<file path="src/rtl/gdis_pkg.sv">
package gdis_pkg;

  // Sizes of the sample store and the configuration register.
  localparam int MAX_SAMPLES    = 4096;
  localparam int CFG_W          = 13;
  localparam int IDX_W          = $clog2(MAX_SAMPLES);
  localparam int CODES_PER_BYTE = 4;
  localparam int ADDR_W         = IDX_W - 2;
  localparam int RAM_DEPTH      = MAX_SAMPLES / CODES_PER_BYTE;
  localparam int BYTE_W         = 8;

  // Fixed-point format of the results.
  localparam int FRAC_BITS = 16;
  localparam int SD_EXTRA  = 15;
  localparam int VAL_W     = 32;

  // Datapath widths.
  localparam int CNT_W      = CFG_W;
  localparam int SUM_W      = CNT_W + 1;
  localparam int SQ_W       = CNT_W + 2;
  localparam int PROD_W     = CNT_W + SQ_W;
  localparam int SQRT_STEPS = (PROD_W + 2 * SD_EXTRA + 1) / 2;
  localparam int X_W        = 2 * SQRT_STEPS;
  localparam int ROOT_W     = SQRT_STEPS;
  localparam int SREM_W     = ROOT_W + 3;
  localparam int DEN_W      = ROOT_W;
  localparam int DREM_W     = DEN_W + 1;
  localparam int NUM_W      = SUM_W + FRAC_BITS + SD_EXTRA;
  localparam int STEP_W     = $clog2(NUM_W + 1);

  // Configuration port.
  localparam int  PADDR_W          = 3;
  localparam int  PDATA_W          = 32;
  localparam logic REG_SAMPLE_COUNT = 1'b0;

  // Input item kinds.
  localparam logic MODE_LOAD = 1'b0;
  localparam logic MODE_REQ  = 1'b1;

  // Packed genotype codes.
  localparam logic [1:0] CODE_HOM0 = 2'b00;
  localparam logic [1:0] CODE_MISS = 2'b01;
  localparam logic [1:0] CODE_HET  = 2'b10;
  localparam logic [1:0] CODE_HOM2 = 2'b11;

  typedef enum logic [1:0] {
    CLS_G0,
    CLS_G1,
    CLS_G2,
    CLS_MISS
  } class_t;

  typedef enum logic [3:0] {
    ST_LOAD,
    ST_STATS,
    ST_PROD,
    ST_DIFF,
    ST_SQRT,
    ST_DIVINIT,
    ST_DIV,
    ST_DIVEND,
    ST_DRAIN,
    ST_DREAD
  } state_t;

  typedef struct packed {
    logic   clear;
    logic   load;
    logic   stats;
    logic   prod;
    logic   diff;
    logic   sqrt_step;
    logic   div_init;
    logic   div_step;
    logic   div_store;
    logic   drain_rd;
    logic   drain_out;
    class_t lvl;
  } cmd_t;

  typedef struct packed {
    logic load_last;
    logic out_valid;
    logic fin;
  } sts_t;

  // Maps a packed code to its genotype class.
  function automatic class_t code_class(input logic [1:0] code);
    class_t c;
    unique case (code)
      CODE_HOM0: c = CLS_G0;
      CODE_MISS: c = CLS_MISS;
      CODE_HET:  c = CLS_G1;
      CODE_HOM2: c = CLS_G2;
      default:   c = CLS_G0;
    endcase
    return c;
  endfunction

endpackage

</file>
<file path="src/rtl/gdis_ctrl.sv">
module gdis_ctrl (
  input  logic              clk,
  input  logic              rst,
  input  logic              cfg_wr,
  input  logic              in_valid,
  input  logic              in_mode,
  output logic              in_ready,
  input  gdis_pkg::sts_t    sts,
  output gdis_pkg::cmd_t    cmd,
  output gdis_pkg::state_t  state
);

  gdis_pkg::state_t                state_next;
  logic [gdis_pkg::STEP_W-1:0]     step;
  logic [gdis_pkg::STEP_W-1:0]     step_next;
  gdis_pkg::class_t                lvl;
  gdis_pkg::class_t                lvl_next;
  logic                            accept;

  // State, step counter and level index registers.
  always_ff @(posedge clk) begin
    if (rst) begin
      state <= gdis_pkg::ST_LOAD;
      step  <= '0;
      lvl   <= gdis_pkg::CLS_G0;
    end else begin
      state <= state_next;
      step  <= step_next;
      lvl   <= lvl_next;
    end
  end

  assign accept = in_valid & in_ready;

  // Next state and command decode.
  always_comb begin
    state_next = state;
    step_next  = step;
    lvl_next   = lvl;
    cmd        = '0;
    cmd.lvl    = lvl;
    in_ready   = 1'b0;
    if (cfg_wr) begin
      cmd.clear  = 1'b1;
      state_next = gdis_pkg::ST_LOAD;
    end else begin
      unique case (state)
        gdis_pkg::ST_LOAD: begin
          in_ready = 1'b1;
          if (accept && in_mode == gdis_pkg::MODE_LOAD) begin
            cmd.load = 1'b1;
            if (sts.load_last) begin
              state_next = gdis_pkg::ST_STATS;
            end
          end
        end
        gdis_pkg::ST_STATS: begin
          cmd.stats  = 1'b1;
          state_next = gdis_pkg::ST_PROD;
        end
        gdis_pkg::ST_PROD: begin
          cmd.prod   = 1'b1;
          state_next = gdis_pkg::ST_DIFF;
        end
        gdis_pkg::ST_DIFF: begin
          cmd.diff   = 1'b1;
          step_next  = '0;
          state_next = gdis_pkg::ST_SQRT;
        end
        gdis_pkg::ST_SQRT: begin
          cmd.sqrt_step = 1'b1;
          if (step == gdis_pkg::STEP_W'(gdis_pkg::SQRT_STEPS - 1)) begin
            lvl_next   = gdis_pkg::CLS_G0;
            state_next = gdis_pkg::ST_DIVINIT;
          end else begin
            step_next = step + gdis_pkg::STEP_W'(1);
          end
        end
        gdis_pkg::ST_DIVINIT: begin
          cmd.div_init = 1'b1;
          step_next    = '0;
          state_next   = gdis_pkg::ST_DIV;
        end
        gdis_pkg::ST_DIV: begin
          cmd.div_step = 1'b1;
          if (step == gdis_pkg::STEP_W'(gdis_pkg::NUM_W - 1)) begin
            state_next = gdis_pkg::ST_DIVEND;
          end else begin
            step_next = step + gdis_pkg::STEP_W'(1);
          end
        end
        gdis_pkg::ST_DIVEND: begin
          cmd.div_store = 1'b1;
          if (lvl == gdis_pkg::CLS_G2) begin
            state_next = gdis_pkg::ST_DRAIN;
          end else begin
            lvl_next   = gdis_pkg::class_t'(lvl + 2'd1);
            state_next = gdis_pkg::ST_DIVINIT;
          end
        end
        gdis_pkg::ST_DRAIN: begin
          in_ready = ~sts.out_valid;
          if (accept && in_mode == gdis_pkg::MODE_REQ) begin
            cmd.drain_rd = 1'b1;
            state_next   = gdis_pkg::ST_DREAD;
          end
        end
        gdis_pkg::ST_DREAD: begin
          cmd.drain_out = 1'b1;
          state_next    = sts.fin ? gdis_pkg::ST_LOAD : gdis_pkg::ST_DRAIN;
        end
        default: begin
          state_next = gdis_pkg::ST_LOAD;
        end
      endcase
    end
  end

endmodule

</file>
<file path="config.mk">
export PLATFORM = sky130hd
export DESIGN_NAME = gdis_ctrl
export DESIGN_NICKNAME = d
export VERILOG_FILES = /design/src/rtl/gdis_pkg.sv /design/src/rtl/gdis_ctrl.sv
export SDC_FILE = /design/constraint.sdc
export NUM_CORES = 1
export LEC_CHECK = 0
export ABC_AREA = 1
export BUFFER_PORTS_ARGS = -buffer_cell sky130_fd_sc_hd__buf_2
export CORE_ASPECT_RATIO = 1.2
export CORE_MARGIN = 2
export CORE_UTILIZATION = 44
export CTS_CLUSTER_DIAMETER = 80
export DETAILED_ROUTE_END_ITERATION = 6
export PLACE_DENSITY = 0.75
export SLEW_MARGIN = 20
export SYNTH_ARGS = -nofsm -noshare
export SYNTH_HDL_FRONTEND = slang
export SYNTH_SLANG_ARGS = --single-unit
</file>
<file path="constraint.sdc">
create_clock -name clk -period 1.9 [get_ports clk]
set_clock_uncertainty 0.1 [all_clocks]
set_input_delay 0.38 -clock clk [delete_from_list [all_inputs] [get_ports clk]]
set_output_delay 0.38 -clock clk [all_outputs]
set_load 0.02 [all_outputs]
</file>
==> flow_metrics.env <==
export IMPL_drt_iter0_markers=30
export IMPL_vdd_drop_max_v=0.000384
export IMPL_fin_nets=190
export IMPL_nFillCells=183
export IMPL_outcome="completed"
export IMPL_met1Wirelength_microns=966
export IMPL_min_delay_start="rst"
export IMPL_grt_start_max_net_pins=12
export IMPL_netlist_instances=147
export IMPL_timing_reg2reg_worst_path_depth=9
export IMPL_yosys_cell_types_count=26
export IMPL_postLayoutSetupSlackWorst_ns=0.0558
export IMPL_synthesis_yosys_warnings=0
export IMPL_antenna_found_initial=0
export IMPL_drc_violation_count_after_routing=0
export IMPL_rsz0062_at_grt="yes"
export IMPL_syn2layout_area_growth_pct=30.9
export IMPL_avgViaCountPerCell=5.08
export IMPL_crit_fanout=5
export IMPL_start_kind="register"
export IMPL_place_worst_setup_slack_ns=0.186
export IMPL_count_of_tritonroute_iterations_in_the_first_routing_pass=4
export IMPL_post_route_min_period_ns=1.84
export IMPL_clk_insertion_delay_late_ns=0.29
export IMPL_antenna_left=0
export IMPL_htree_levels=1
export IMPL_grt_pass1_vias=887
export IMPL_ant_diodes=0
export IMPL_yosys_top_cells_area="sky130_fd_sc_hd__dfxtp_1, sky130_fd_sc_hd__nand2_1, sky130_fd_sc_hd__inv_1"
export IMPL_dieHeight_microns=54.5
export IMPL_finalHoldViolCount=0
export IMPL_dieArea_sq_mm=0.00251
export IMPL_grt_first_pass_wirelength_mm=3.57
export IMPL_hold_worst_slack_ns=0.269
export IMPL_drv_slew=0
export IMPL_cts_path_max_buffers=2
export IMPL_final_period_utilization_pct=97.1
export IMPL_mappedNetlistNets=158
export IMPL_syn_mean_instance_area_sq_um=6.36
export IMPL_tritoncts_num_buffers=3
export IMPL_maxCapViolCount=0
export IMPL_synth_cell_area_sq_um=935
export IMPL_setup_reg_to_reg_worst_slack_ns=0.28
export IMPL_final_weighted_congestion_in_routability_driven_placement=0.882
export IMPL_final_cell_mix="sky130_fd_sc_hd__nand2_1, sky130_fd_sc_hd__inv_1, sky130_fd_sc_hd__buf_2"
export IMPL_wl_per_cell_microns=12.2
export IMPL_signal_arrival_time_at_the_worst_endpoint_ns=1.36
export IMPL_chipWidth_microns=46.1
export IMPL_worstHoldEndpoint="step[1]$_SDFFE_PP0P_"
export IMPL_yosys_area_top_type_share_pct=25.7
export IMPL_synthDominantAreaCellType="sky130_fd_sc_hd__dfxtp_1"
export IMPL_setup_viol=0
export IMPL_max_slew_margin_pct=80.9
export IMPL_core_region_area_sq_mm=0.00203
export IMPL_top_signal_layer_used="met4"
export IMPL_yosysSeqAreaShare_pct=25.7
export IMPL_cts_sinks=12
export IMPL_worst_slew_pin_transition_ns=0.284
export IMPL_clk_transition_reported_paths_ns=0.09
export IMPL_num_io_pins=26
export IMPL_cts_hold_buffers=0
export IMPL_timing_worst_setup_path_type="reg2out"
export IMPL_global_route_usage_total_pct=19.8
export IMPL_met2_length_mm=1.32
export IMPL_critical_path_endpoint_type="output pin"
export IMPL_placement_rows=18
export IMPL_via_total_after_detailed_routing=1006
export IMPL_routed_wirelength_mm=2.41
export IMPL_tritoncts="done"
export IMPL_globalRoute_totalOverflow=0
export IMPL_cp_required_ns=1.42
export IMPL_port_buffers=25
export IMPL_initial_cell_density_of_the_core_pct=46.1
export IMPL_hold_path_cell_count=2
export IMPL_drive_gt1_share_pct=38.2
export IMPL_worst_r2r_startpoint="step[0]$_SDFFE_PP0P_"
export IMPL_detailedPlacementHpwl_mm=1.76
export IMPL_regToRegEndpoint="step[5]$_SDFFE_PP0P_"
export IMPL_mostFrequentLayoutCell="sky130_fd_sc_hd__nand2_1"
export IMPL_ys_seq_elements=12
export IMPL_finalSetupTns_ns=0
export IMPL_dr_wl_met3_microns=90
export IMPL_clock_tree_root_cell="sky130_fd_sc_hd__clkbuf_4"
export IMPL_power_density_cell_area_mw_per_mm2=420
export IMPL_maxClockFrequency_mhz=542
export IMPL_static_leak_nw=0.581
export IMPL_min_path_type="in2reg"
power breakdown:
part	switching (mW)	internal [mW]	total [mW]
registers	0.00127	0.248	0.249
logic	0.0328	0.0192	0.0519
clock network	0.0965	0.117	0.213
routing by layer:
layer	GRT usage [%]	vias to the layer above
li1	-	520
met1	19.3	451
met2	38.0	29
met3	5.94	6
met4	7.62	0
met5	0	-
kinds of logic after synthesis:
| kind of cell | Yosys count | synth area share [%] |
|---|---|---|
| and+or+nand+nor | 80 | 41.5 |
| buffers and inverters | 32 | 13.3 |
| AOI/OAI and AO/OA | 17 | 12.7 |
| adders and majority gates | 3 | 4.02 |
| xor gates and xnor gates | 3 | 2.81 |
| DFF | 12 | 25.7 |
metrics by stage:
step                instances  utilization [%]  area, sq um  total power [mW]
floorplan                 147                -          935             0.288
global placement          190             53.1         1080             0.304
detailed placement        190             53.1         1080             0.304
CTS                       195             56.0         1130             0.515
global route              198             60.4         1220             0.542
finish                    198             60.4         1220             0.514
worst max-delay path, stage by stage (launching register included):
cell,delay [ns]
sky130_fd_sc_hd__dfxtp_4,0.38
sky130_fd_sc_hd__nor2_4,0.14
sky130_fd_sc_hd__nand3_2,0.09
sky130_fd_sc_hd__inv_1,0.07
sky130_fd_sc_hd__nand4_1,0.12
sky130_fd_sc_hd__nor3_2,0.12
sky130_fd_sc_hd__buf_4,0.16
cell usage after synthesis (all sizes together):
| master | n |
|---|---|
| nand2 | 38 |
| inv | 29 |
| nor2 | 26 |
| dfxtp | 12 |
| a21oi | 11 |
| nand3 | 7 |
| nand4 | 4 |
| o21ai | 4 |
| ha | 3 |
| nor3 | 3 |
| buf | 2 |
| nor4 | 2 |
| o221ai | 2 |
| xnor2 | 2 |
| clkbuf | 1 |
| xor2 | 1 |
sequential cells by signal (all words and copies together) (netlist names):
register	flops
lvl	2
state	4
step	6
what timing repair did:
action,in CTS,in global routing
setup buffers,1,3
resized for setup,6,20
pin swaps,2,6
setup endpoints to repair,2,7
how the worst max path moves through the flow:
stage,from,end,slack [ns],depth (start not counted)
2_1_floorplan,state[3]$_SDFFE_PP0P_,cmd[3],0.07,4
3_3_place_gp,state[1]$_SDFFE_PP0P_,cmd[3],0.24,6
3_5_place_dp,cfg_wr,cmd[3],0.19,7
4_1_cts,state[1]$_SDFFE_PP0P_,cmd[3],0.002,6
5_1_grt,state[0]$_SDFFE_PP0P_,cmd[3],-0.03,6
6_report,state[0]$_SDFFE_PP0P_,cmd[3],0.06,6
layout make-up:
type                       count  area (sq um)  area share [%]
clock buffer                   4          36.3            2.97
inverter                      29           111            9.10
multi-input combinational    103           622            50.8
sequential                    12           253            20.7
tap                           20          25.0            2.04
timing repair buffer          30           176            14.4
Note: power is estimated with default switching activity, not from simulation.
